<file path="config.mk">
export PLATFORM = sky130hd
export DESIGN_NAME = lsbl_lane
export DESIGN_NICKNAME = d
export VERILOG_FILES = /design/src/design/load_store_byte_lane_unit_defines.svh /design/src/design/lsbl_pkg.sv /design/src/design/lsbl_lane.sv
export SDC_FILE = /design/constraint.sdc
export NUM_CORES = 1
export LEC_CHECK = 0
export ABC_AREA = 1
export BUFFER_PORTS_ARGS = -buffer_cell sky130_fd_sc_hd__buf_4
export CAP_MARGIN = 20
export CORE_MARGIN = 4
export CORE_UTILIZATION = 40
export DETAILED_ROUTE_END_ITERATION = 12
export PLACE_DENSITY_LB_ADDON = 0.05
export SLEW_MARGIN = 20
export SYNTH_ARGS = -nofsm -noshare
export SYNTH_HDL_FRONTEND = slang
export SYNTH_SLANG_ARGS = --single-unit
</file>
<file path="constraint.sdc">
create_clock -name vclk -period 1.35
set_input_delay 0.135 -clock vclk [all_inputs]
set_output_delay 0.135 -clock vclk [all_outputs]
set_load 0.01 [all_outputs]
</file>
<file path="src/design/load_store_byte_lane_unit_defines.svh">
// ---------------------------------------------------------------------------
// load_store_byte_lane_unit_defines
// assertion macros shared by the load/store unit
// ---------------------------------------------------------------------------
`ifndef LOAD_STORE_BYTE_LANE_UNIT_DEFINES_SVH
`define LOAD_STORE_BYTE_LANE_UNIT_DEFINES_SVH

// same-cycle implication, sampled on clk, off during reset
`define LSBL_CHECK(label, cond, consq, msg) \
    label: assert property (@(posedge clk) disable iff (!rst_n) (cond) |-> (consq)) \
        else $error(msg);

// next-cycle implication, sampled on clk, off during reset
`define LSBL_CHECK_NEXT(label, cond, consq, msg) \
    label: assert property (@(posedge clk) disable iff (!rst_n) (cond) |=> (consq)) \
        else $error(msg);

`endif

</file>
<file path="src/design/lsbl_pkg.sv">
// ---------------------------------------------------------------------------
// lsbl_pkg
// types and constants of the load/store unit
// ---------------------------------------------------------------------------
package lsbl_pkg;

    typedef logic [2:0] kind_t;

    localparam kind_t KIND_LW  = 3'd0;
    localparam kind_t KIND_LH  = 3'd1;
    localparam kind_t KIND_LHU = 3'd2;
    localparam kind_t KIND_LB  = 3'd3;
    localparam kind_t KIND_LBU = 3'd4;
    localparam kind_t KIND_SW  = 3'd5;
    localparam kind_t KIND_SH  = 3'd6;
    localparam kind_t KIND_SB  = 3'd7;

    localparam logic [31:0] KEEP_HI_HALF = 32'hFFFF_0000;
    localparam logic [31:0] KEEP_LO_HALF = 32'h0000_FFFF;
    localparam logic [31:0] KEEP_NOT_B0  = 32'hFFFF_FF00;
    localparam logic [31:0] KEEP_NOT_B1  = 32'hFFFF_00FF;
    localparam logic [31:0] KEEP_NOT_B2  = 32'hFF00_FFFF;
    localparam logic [31:0] KEEP_NOT_B3  = 32'h00FF_FFFF;

    typedef struct packed {
        logic               misaligned;
        logic signed [31:0] load_value;
        logic               wr_en;
        logic [31:0]        wr_data;
    } lane_res_t;

    typedef struct packed {
        logic busy;
        logic done;
    } wrap_stat_t;

endpackage

</file>
<file path="src/design/lsbl_lane.sv">
// ---------------------------------------------------------------------------
// lsbl_lane
// lane select and extend for loads, lane merge for stores, alignment check
// ---------------------------------------------------------------------------
module lsbl_lane (
    input  lsbl_pkg::kind_t     kind,
    input  logic [1:0]          addr_lo,
    input  logic [31:0]         word,
    input  logic [31:0]         store_value,
    output lsbl_pkg::lane_res_t res
);
    import lsbl_pkg::*;

    logic [4:0]  shift;
    logic [15:0] half;
    logic [7:0]  byte_sel;
    logic [31:0] keep;
    logic [31:0] merged;

    always_comb
    begin
        shift = {addr_lo, 3'b000};
        half  = addr_lo[1] ? word[31:16] : word[15:0];
        case (addr_lo)
            2'd0:    byte_sel = word[7:0];
            2'd1:    byte_sel = word[15:8];
            2'd2:    byte_sel = word[23:16];
            default: byte_sel = word[31:24];
        endcase
        if (kind == KIND_SH)
        begin
            keep = addr_lo[1] ? KEEP_LO_HALF : KEEP_HI_HALF;
        end
        else
        begin
            case (addr_lo)
                2'd0:    keep = KEEP_NOT_B0;
                2'd1:    keep = KEEP_NOT_B1;
                2'd2:    keep = KEEP_NOT_B2;
                default: keep = KEEP_NOT_B3;
            endcase
        end
        merged = (word & keep) | ((store_value << shift) & ~keep);

        res.misaligned = 1'b0;
        res.load_value = '0;
        res.wr_en      = 1'b0;
        res.wr_data    = merged;
        unique case (kind) inside
            KIND_LW:
            begin
                res.misaligned = addr_lo != 2'd0;
                if (addr_lo == 2'd0)
                begin
                    res.load_value = word;
                end
            end
            KIND_LH, KIND_LHU:
            begin
                res.misaligned = addr_lo[0];
                if (!addr_lo[0])
                begin
                    res.load_value = {{16{half[15] && (kind == KIND_LH)}}, half};
                end
            end
            KIND_LB, KIND_LBU:
            begin
                res.load_value = {{24{byte_sel[7] && (kind == KIND_LB)}}, byte_sel};
            end
            KIND_SW:
            begin
                res.misaligned = addr_lo != 2'd0;
                res.wr_en      = addr_lo == 2'd0;
                res.wr_data    = store_value;
            end
            KIND_SH:
            begin
                res.misaligned = addr_lo[0];
                res.wr_en      = !addr_lo[0];
            end
            KIND_SB:
            begin
                res.wr_en = 1'b1;
            end
        endcase
    end

endmodule

</file>
==> flow_summary.json <==
{
  "crit_family": "buffers and inverters",
  "start_kind": "primary input",
  "numPortBuffers": 135,
  "finalCritPeriodShare_pct": 97.8,
  "nFlopsAndLatches": 0,
  "yosysMostFrequentCell": "nand2_1",
  "final_hold_viol_count": 0,
  "synth_nets": 514,
  "dp_hpwl_um": 7450,
  "arrival_ps": 1190,
  "synth_common_cells": "nand2_1, nand3_1, inv_1",
  "syn_inst": 445,
  "yosysUniqueCellTypes": 24,
  "rsz0062_at_grt": "yes",
  "num_rows": 25,
  "num_vias": 3453,
  "drtPass1Iterations": 5,
  "cpPeakStageDelay_ps": 240,
  "outcome": "completed",
  "path_max_fanout": 8,
  "max_slew_margin_pct": 81.0,
  "syn_to_final_growth_pct": 72.1,
  "synth_top_cell_area_share_pct": 32.3,
  "setup_tns_ps": 0,
  "grt-ovfl-total": 0,
  "grt_max_degree": 29,
  "min_path_type": "in -> out",
  "finalHoldWorstSlack_ps": 548,
  "crit_path_end_kind": "output port",
  "total_leakage_power_nw": 2.24,
  "cp-endpoint": "res[20]",
  "power_density_nw_per_um2": 362,
  "synth_top_cells_by_area": "nand2_1, nand3_1, nand3_2, inv_1, o21ai_0",
  "cp-startpoint": "kind[0]",
  "clock_buffers": 0,
  "synth_top_cell_by_area": "nand2_1",
  "critPathBufInv": 4,
  "slowest_stage": "nand4_1",
  "fill_cells": 440,
  "antennaDiodeCount": 0,
  "die_w_um": 80.1,
  "antenna_found_initial": 0,
  "seq_area_frac_synth_pct": 0,
  "avgViaCountPerCell": 5.23,
  "first_iter_violations": 293,
  "yosysWarnings": 0,
  "wl_per_cell_um": 14.0,
  "seq_area_um2": 0,
  "core_um2": 4880,
  "syn_area_um2": 2080,
  "worstMarginPinSlew_ps": 284,
  "period_minus_slack_ps": 1320,
  "die_area_um2": 6410,
  "start_util_pct": 42.6,
  "drc": 0,
  "worstPathRequired_ps": 1220,
  "gp_congestion": 0.925,
  "setup_violations": 0,
  "cap_viol_max_count": 0,
  "peakVddDrop_mv": 0.218,
  "avgSynthCellArea_um2": 4.67,
  "crit_path_cell_trace": "buf_4, inv_4, nand4_1, buf_12, nand3_1, nand3_2, nand2_1, buf_4",
  "ios": 135,
  "layout-drive-gt1-share_pct": 38.1,
  "grtUsageTotal_pct": 26.6,
  "critical_path.most_common_cell": "buf_4",
  "wirelength_um": 9220,
  "worst-path-stages": 8,
  "critPathKind": "in -> out",
  "chipHeight_um": 80.1,
  "grt_pass1_vias": 3109,
  "grt_first_pass_wirelength_um": 14200,
  "fin_nets": 664,
  "drtAntennaViolNets": 0,
  "max_freq_mhz": 757,
  "final_max_slew_viol_count": 0,
  "postCtsHoldBufs": 0
}
==> per-layer routing <==
layer / global-route usage [%] / routed length, µm / up-vias
li1: - / - / 1721
met1: 36.7 / 3880 / 1538
met2: 46.5 / 4400 / 187
met3: 2.47 / 904 / 7
met4: 1.52 / 41 / 0
met5: 0 / 0 / -
==> layout make-up <==
| type | count | area [µm²] | share of cell area (%) |
|---|---|---|---|
| Inverter | 57 | 216 | 6.05 |
| Tap cell | 67 | 83.8 | 2.34 |
| Timing Repair Buffer | 172 | 1490 | 41.6 |
| Multi-Input combinational cell | 364 | 1790 | 50.1 |
==> worst min path at each step <==
| stage | startpoint | endpoint | slack (ps) | cells past startpoint |
|---|---|---|---|---|
| final | store_value[23] | res[23] | 550 | 4 |
| after global routing | store_value[29] | res[29] | 560 | 4 |
| after CTS | store_value[16] | res[16] | 550 | 4 |
| after detailed placement | store_value[17] | res[17] | 550 | 4 |
| after global placement | store_value[31] | res[31] | 540 | 4 |
| after floorplan | store_value[10] | res[10] | 390 | 2 |
==> per-stage QoR <==
stage | instance area [µm²] | std cells | total power, mW | util [%] | worst slack (ps)
final | 3580 | 660 | 1.30 | 73.3 | 29.6
after global routing | 3580 | 660 | 1.41 | 73.3 | -13.0
after CTS | 3380 | 653 | 1.23 | 69.3 | 28.5
after detailed placement | 3380 | 653 | 1.22 | 69.3 | 31.2
after global placement | 3380 | 653 | 1.21 | 69.3 | 39.1
after floorplan | 2080 | 445 | 0.574 | - | 176
==> power by group <==
group	internal, mW	switching (mW)
logic	0.628	0.667
registers	0	0
clock network	0	0
==> cell families (layout without fill, tap and decap cells) <==
| family | Yosys count | after routing | share of synthesized area, % |
|---|---|---|---|
| AND/OR/NAND/NOR | 319 | 319 | 71.6 |
| buffers and inverters | 81 | 229 | 17.2 |
| AO/OA/AOI/OAI | 45 | 45 | 11.2 |
==> cell usage in the layout, fill, tap and decap left out, drive strengths merged, types with 2 or more instances in the layout <==
cell type    n
nor2        23
a21oi       16
inv         56
nand3      108
nand2      186
buf        170
o21ai       27
clkbuf       2
==> what timing repair did <==
| action | in CTS | in global routing |
|---|---|---|
| resized for setup | 0 | 29 |
| setup endpoints to repair | 0 | 56 |
| buffers inserted | 0 | 5 |
(Power assumes the default switching activity.)
