### src/design/load_store_byte_lane_unit_defines.svh
// ---------------------------------------------------------------------------
// load_store_byte_lane_unit_defines
// assertion macros shared by the load/store unit
// ---------------------------------------------------------------------------
`ifndef LOAD_STORE_BYTE_LANE_UNIT_DEFINES_SVH
`define LOAD_STORE_BYTE_LANE_UNIT_DEFINES_SVH

// same-cycle implication, sampled on clk, off during reset
`define LSBL_CHECK(label, cond, consq, msg) \
    label: assert property (@(posedge clk) disable iff (!rst_n) (cond) |-> (consq)) \
        else $error(msg);

// next-cycle implication, sampled on clk, off during reset
`define LSBL_CHECK_NEXT(label, cond, consq, msg) \
    label: assert property (@(posedge clk) disable iff (!rst_n) (cond) |=> (consq)) \
        else $error(msg);

`endif

### src/design/lsbl_pkg.sv
// ---------------------------------------------------------------------------
// lsbl_pkg
// types and constants of the load/store unit
// ---------------------------------------------------------------------------
package lsbl_pkg;

    typedef logic [2:0] kind_t;

    localparam kind_t KIND_LW  = 3'd0;
    localparam kind_t KIND_LH  = 3'd1;
    localparam kind_t KIND_LHU = 3'd2;
    localparam kind_t KIND_LB  = 3'd3;
    localparam kind_t KIND_LBU = 3'd4;
    localparam kind_t KIND_SW  = 3'd5;
    localparam kind_t KIND_SH  = 3'd6;
    localparam kind_t KIND_SB  = 3'd7;

    localparam logic [31:0] KEEP_HI_HALF = 32'hFFFF_0000;
    localparam logic [31:0] KEEP_LO_HALF = 32'h0000_FFFF;
    localparam logic [31:0] KEEP_NOT_B0  = 32'hFFFF_FF00;
    localparam logic [31:0] KEEP_NOT_B1  = 32'hFFFF_00FF;
    localparam logic [31:0] KEEP_NOT_B2  = 32'hFF00_FFFF;
    localparam logic [31:0] KEEP_NOT_B3  = 32'h00FF_FFFF;

    typedef struct packed {
        logic               misaligned;
        logic signed [31:0] load_value;
        logic               wr_en;
        logic [31:0]        wr_data;
    } lane_res_t;

    typedef struct packed {
        logic busy;
        logic done;
    } wrap_stat_t;

endpackage

### src/design/lsbl_wrap.sv
// ---------------------------------------------------------------------------
// lsbl_wrap
// word index modulo the memory depth, reciprocal multiply and one correction
// ---------------------------------------------------------------------------
module lsbl_wrap #(
    parameter int WORDS = 1024,
    parameter int IDX_W = $clog2(WORDS)
) (
    input  logic                 clk,
    input  logic                 rst_n,
    input  logic                 start,
    input  logic [29:0]          addr_words,
    output lsbl_pkg::wrap_stat_t stat,
    output logic [IDX_W-1:0]     idx
);
    import lsbl_pkg::*;

    localparam bit          IS_POW2  = (WORDS & (WORDS - 1)) == 0;
    localparam int          RECIP_SH = 30 + IDX_W;
    localparam int          Q_W      = 31 - IDX_W;
    localparam logic [63:0] RECIP    = (64'd1 << RECIP_SH) / 64'(WORDS);
    localparam logic [30:0] RECIP_M  = RECIP[30:0];
    localparam logic [29:0] MOD_BASE = 30'(WORDS);

    localparam logic [1:0] STEP_QUOT = 2'd0;
    localparam logic [1:0] STEP_SUB  = 2'd1;
    localparam logic [1:0] STEP_FIX  = 2'd2;

    logic [29:0]    rem_reg, rem_next;
    logic [Q_W-1:0] q_reg, q_next;
    logic [1:0]     step_reg, step_next;
    logic           busy_reg, busy_next;
    logic           done_reg, done_next;
    logic [60:0]    prod;

    always_comb
    begin
        rem_next  = rem_reg;
        q_next    = q_reg;
        step_next = step_reg;
        busy_next = busy_reg;
        done_next = done_reg;
        prod      = {31'd0, rem_reg} * {30'd0, RECIP_M};
        if (start)
        begin
            rem_next  = addr_words;
            step_next = STEP_QUOT;
            busy_next = !IS_POW2;
            done_next = IS_POW2;
        end
        else if (busy_reg)
        begin
            unique case (step_reg)
                STEP_QUOT:
                begin
                    // quotient estimate, low by at most one
                    q_next    = Q_W'(prod >> RECIP_SH);
                    step_next = STEP_SUB;
                end
                STEP_SUB:
                begin
                    rem_next  = rem_reg - ({{(IDX_W - 1){1'b0}}, q_reg} * MOD_BASE);
                    step_next = STEP_FIX;
                end
                STEP_FIX:
                begin
                    if (rem_reg >= MOD_BASE)
                    begin
                        rem_next = rem_reg - MOD_BASE;
                    end
                    busy_next = 1'b0;
                    done_next = 1'b1;
                end
                default:
                begin
                    busy_next = 1'b0;
                    done_next = 1'b1;
                end
            endcase
        end
    end

    always_ff @(posedge clk or negedge rst_n)
    begin
        if (!rst_n)
        begin
            step_reg <= STEP_QUOT;
            busy_reg <= 1'b0;
            done_reg <= 1'b0;
        end
        else
        begin
            step_reg <= step_next;
            busy_reg <= busy_next;
            done_reg <= done_next;
        end
    end

    always_ff @(posedge clk)
    begin
        rem_reg <= rem_next;
        q_reg   <= q_next;
    end

    assign stat.busy = busy_reg;
    assign stat.done = done_reg;
    assign idx       = rem_reg[IDX_W-1:0];

endmodule

### config.mk
export PLATFORM = sky130hd
export DESIGN_NAME = lsbl_wrap
export DESIGN_NICKNAME = d
export VERILOG_FILES = /design/src/design/load_store_byte_lane_unit_defines.svh /design/src/design/lsbl_pkg.sv /design/src/design/lsbl_wrap.sv
export SDC_FILE = /design/constraint.sdc
export NUM_CORES = 1
export LEC_CHECK = 0
export BUFFER_PORTS_ARGS = -buffer_cell sky130_fd_sc_hd__buf_2
export CORE_MARGIN = 1.5
export CORE_UTILIZATION = 27
export DETAILED_ROUTE_END_ITERATION = 12
export GPL_TIMING_DRIVEN = 0
export HOLD_SLACK_MARGIN = 0.02
export PLACE_DENSITY = 0.58
export SLEW_MARGIN = 10
export SYNTH_ARGS = -nofsm -noshare
export SYNTH_HDL_FRONTEND = slang
export SYNTH_SLANG_ARGS = --single-unit
### constraint.sdc
create_clock -name clk -period 2 [get_ports clk]
set_input_delay 0.1 -clock clk [delete_from_list [all_inputs] [get_ports clk]]
set_output_delay 0.1 -clock clk [all_outputs]
set_load 0.02 [all_outputs]
==> results of run 1 <==
[logic make-up after synthesis]
family | share of synthesized area [%]
compound gates | 2.195
xor+xnor | 1.397
buf+inv | 19.36
flops | 63.87
simple gates | 13.17
[cell type report]
class | instances | share of cell area [%]
sequential | 14 | 48.63
timing repair buffer | 25 | 16.41
buffer | 18 | 14.74
multi-input combinational | 17 | 12.77
tap | 28 | 4.255
clock buffer | 3 | 2.736
clock inverter | 1 | 0.4559
[Yosys cell counts]
cell,instances
buf_2,1
a211o_1,1
a21oi_1,1
dfrtp_1,4
and2_1,10
xnor2_1,1
nor2_1,2
nor2b_1,2
buf_4,12
buf_6,1
edfxtp_1,10
clkbuf_1,4
[how the worst max path moves through the flow]
stage | to | cells after the start | slack (ns)
6_report | rem_reg[8] | 3 | 0.74
4_1_cts | rem_reg[8] | 3 | 0.75
3_3_place_gp | rem_reg[1] | 2 | 0.99
3_5_place_dp | rem_reg[5] | 2 | 0.98
5_1_grt | rem_reg[0] | 3 | 0.70
2_1_floorplan | rem_reg[0] | 2 | 1.11
[per-stage QoR]
step | total power, uW | cells | setup slack, ns
2_1_floorplan | 398.8 | 49 | 1.113
3_3_place_gp | 426.3 | 100 | 0.9921
3_5_place_dp | 427.4 | 100 | 0.9808
4_1_cts | 589.7 | 106 | 0.7489
5_1_grt | 610.9 | 106 | 0.6980
6_report | 580.2 | 106 | 0.7441
[worst max-delay path: stages]
cell and delay, ns:
dlygate4sd3_1 0.52, buf_2 0.12, clkbuf_1 0.43
[power by group]
group / internal (uW) / switching [uW] / leakage, uW / total (uW)
Combinational: 47.2 / 41.9 / 0.000210 / 89.1
Clock: 72.3 / 85.8 / 0.0000154 / 158
Sequential: 329 / 3.60 / 0.000147 / 333
[routing by layer]
layer	wire [um]	up-vias	track usage (%)	share of wire [%]
met5	0	-	0	0
met3	105	0	5.263	12
met4	0	0	2.703	0
met2	430	19	12.55	50
li1	-	202	-	-
met1	323	170	7.579	38
==> results by group, run 1 <==
Power and ir drop
  • Largest vdd supply drop: 411.4 uV
  • Leakage power: 0.0003726 uW
  • PD cells: 704.7 mW/mm^2

Global routing
  • Global Route Usage Sum: 7.644%
  • First-pass GRT wire length: 1.421 mm
  • Total gr overflow: 0
  • Vias in the first global route: 368
  • Largest net degree at the start of global routing: 11
  • Initial antenna violation count: 0

Critical path
  • Worst r2r src: busy_reg
  • Kind of launch point of the worst setup path: input pin
  • CP Max Fanout: 10
  • FF-to-FF path depth: 3
  • CP Capture Type: register
  • Critical path origin: start
  • RR Endpoint: step_reg[0]
  • R2r setup slk: 1.10 ns
  • CP Class: in2reg
  • Worst EP arrival: 1.17 ns
  • Crit path required time: 1.92 ns

Detailed routing
  • DR vias: 391
  • Antenna-violating nets left: 0
  • Drt wl/cell: 8.104 um
  • TritonRoute pass-1 iters: 2
  • Drt first-iter violations: 1
  • DRC: 0
  • Final wirelength: 859 um
  • Vias per cell: 3.689

Floorplan
  • Initial Utilization: 28.34%
  • Die Wd: 51.19 um
  • Io pins: 45
  • Die Height: 51.19 um
  • Core Region: 0.002212 mm^2
  • Row Count: 17
  • Die footprint: 0.002620 mm^2

Finish
  • Fin area: 823.3 um^2
  • FF+latch area: 400.4 um^2
  • Inserted Diodes: 0
  • Fillcell total: 235
  • Max FFs per register: 10
  • Share of layout cells above drive strength 1: 51.28%
  • Area Overhead vs Synth: 31.34%
  • Fin nets: 112
  • Multi-input gate area: 105.1 um^2
  • Commonest non-fill, non-tap cell in the layout: buf_2
  • Most frequent cells in the layout: buf_2, buf_4, and2_1, edfxtp_1
  • Post-layout util: 37.22%

Clocking
  • # hold bufs at CTS: 2
  • Later-pin clock latency in the skew report: 0.27 ns
  • Post-CTS setup buffers: 0
  • Clk pin slew, worst setup/hold paths: 0.08 ns
  • Max clock buf depth: 2
  • H-tree depth: 1
  • Total CTS buffers: 3
  • CTS sink cnt: 14
  • PostCTS Resize Cnt: 0
  • Root Buffer: clkbuf_4
  • CTS tree: yes

Yosys
  • Syn avg cell area: 12.79 um^2
  • Largest area contributor in the netlist: edfxtp_1
  • Post-Syn Area: 626.9 um^2
  • Syn_nets: 82
  • Main area contributors after synthesis: edfxtp_1, dfrtp_1, buf_4
  • Unique cell type count in the Yosys netlist: 12
  • Yosys Warn Count: 0
  • Synth top area share: 47.90%
  • Sequential area share after synthesis: 63.87%
  • Mapped Cells: 49
  • Yosys reg bits: 14

Placed design
  • Area post-placement: 777.0 um^2
  • Port Buf Inserts: 23
  • Gp weighted congestion: 0.5835

Timing
  • Slew Limit Fails: 0
  • Max_slew headroom: 64.05%
  • # setup viols final: 0
  • Max Clock Freq: 796.2 MHz
  • WHS: 0.1024 ns
  • Post-route setup TNS: 0 ns
  • Least-Margin Pin Slew: 0.5393 ns
  • RSZ-0062 raised after global routing: no
  • Minimum clock period: 1.256 ns
  • Hold Violations, Final: 0
  • Worst clock skew: 0.0007810 ns
  • Fin crit share: 62.80%

Hold path
  • Worst hold path class: in2reg
  • Worst min-delay path startpoint: addr_words[4]
  • Hold EP: rem_reg[4]
  • WHS Path Cells: 2

Run
  • Number of max-cap violations: 0

Run status
  • Status: completed
Note: power is estimated with default switching activity, not from simulation.
==> run 2: changes to the inputs <==
clock period = 1.2 ns   (was 2 ns; I/O delays follow)
==> run 2 against run 1 <==
Against the previous run: sequential power increased by 67%; register-to-register slack worse by 0.80 ns; non-clock buffer count did not move; critical endpoint is now stat[1]; highest routed layer unchanged.
==> results by group, run 2 (synthesis results as in run 1) <==
Run status
  • Status: completed

Floorplan
  • Die Height: 51.19 um
  • Initial Utilization: 28.34%
  • Core Region: 0.002212 mm^2
  • Io pins: 45
  • Row Count: 17
  • Die footprint: 0.002620 mm^2
  • Die Wd: 51.19 um

Power and ir drop
  • PD cells: 1175 mW/mm^2
  • Leakage power: 0.0003726 uW
  • Largest vdd supply drop: 685.4 uV
  • Pwr Total: 967.3 uW

Clocking
  • Total CTS buffers: 3
  • Post-CTS setup buffers: 0
  • # hold bufs at CTS: 2
  • CTS sink cnt: 14
  • Max clock buf depth: 2
  • Root Buffer: clkbuf_4
  • CTS tree: yes
  • PostCTS Resize Cnt: 0
  • Later-pin clock latency in the skew report: 0.27 ns
  • Clk pin slew, worst setup/hold paths: 0.08 ns
  • H-tree depth: 1

Global routing
  • Vias in the first global route: 366
  • Total gr overflow: 0
  • First-pass GRT wire length: 1.435 mm
  • Global Route Usage Sum: 7.769%
  • Largest net degree at the start of global routing: 11
  • Initial antenna violation count: 0

Timing
  • Fin crit share: 85.20%
  • Worst clock skew: 0.0007809 ns
  • # setup viols final: 0
  • Slew Limit Fails: 0
  • RSZ-0062 raised after global routing: no
  • Max Clock Freq: 978.1 MHz
  • Max_slew headroom: 64.04%
  • Hold Violations, Final: 0
  • Minimum clock period: 1.022 ns
  • WHS: 0.06236 ns
  • Post-route setup TNS: 0 ns
  • Least-Margin Pin Slew: 0.5394 ns

Critical path
  • RR Endpoint: step_reg[0]
  • CP Class: reg2out
  • Worst r2r src: busy_reg
  • CP Max Fanout: 4
  • Kind of launch point of the worst setup path: register
  • Worst EP arrival: 0.96 ns
  • CP Capture Type: primary output
  • Crit path required time: 1.14 ns
  • FF-to-FF path depth: 3
  • Critical path origin: busy_reg
  • R2r setup slk: 0.30 ns

Placed design
  • Gp weighted congestion: 0.5835
  • Port Buf Inserts: 23
  • Placed insts: 100

Finish
  • Layout Cells excl Fill: 106
  • Max FFs per register: 10
  • Share of layout cells above drive strength 1: 51.28%
  • Multi-input gate area: 105.1 um^2
  • Fin nets: 112
  • Post-layout util: 37.22%
  • Commonest non-fill, non-tap cell in the layout: buf_2
  • Fillcell total: 235
  • Inserted Diodes: 0
  • Area Overhead vs Synth: 31.34%
  • FF+latch area: 400.4 um^2
  • Most frequent cells in the layout: buf_2, buf_4, and2_1, edfxtp_1

Detailed routing
  • Drt wl/cell: 8.236 um
  • Final wirelength: 873 um
  • Antenna-violating nets left: 0
  • TritonRoute pass-1 iters: 2
  • Drt first-iter violations: 1
  • DRC: 0
  • DR vias: 392
  • Vias per cell: 3.698

Hold path
  • WHS Path Cells: 2
  • Hold EP: rem_reg[4]
  • Worst min-delay path startpoint: addr_words[4]
  • Worst hold path class: in2reg

Run
  • Number of max-cap violations: 0
[run 2: cell counts in the layout (fill, tap and decap cells not counted)]
No cell type changed its count.
[run 2: report_power, final]
group | switching [uW] | leakage (uW) | internal (uW)
Combinational | 70.2 | 0.000210 | 78.7
Sequential | 6.01 | 0.000147 | 549
Clock | 143 | 0.0000154 | 120
[run 2: final cells by class]
class,count,area share (%)
buffer,18,14.74
clock buffer,3,2.736
clock inverter,1,0.4559
multi-input combinational,17,12.77
sequential,14,48.63
tap,28,4.255
timing repair buffer,25,16.41
[run 2: routing by layer]
metal | up-vias | global-route usage (%) | share of wire [%]
met1 | 171 | 7.579 | 37
met4 | 0 | 2.703 | 0
met2 | 19 | 12.99 | 51
li1 | 202 | - | -
met3 | 0 | 5.263 | 12
met5 | - | 0 | 0
[run 2: worst max path at each step]
stage	to	slack (ns)
floorplan	rem_reg[0]	0.35
global placement	rem_reg[1]	0.23
detailed placement	rem_reg[5]	0.22
CTS	stat[1]	0.16
global route	stat[1]	0.12
finish	stat[1]	0.18
[run 2: critical path: stages (launching register included)]
cell and delay (ns):
dfrtp_1 0.41, buf_4 0.14, buf_2 0.15
[run 2: per-stage QoR]
| stage | worst slack [ns] | cell area [um^2] |
|---|---|---|
| after floorplan | 0.3533 | 626.9 |
| after global placement | 0.2321 | 777.0 |
| after detailed placement | 0.2208 | 777.0 |
| after CTS | 0.1603 | 823.3 |
| after global routing | 0.1168 | 823.3 |
| final | 0.1776 | 823.3 |
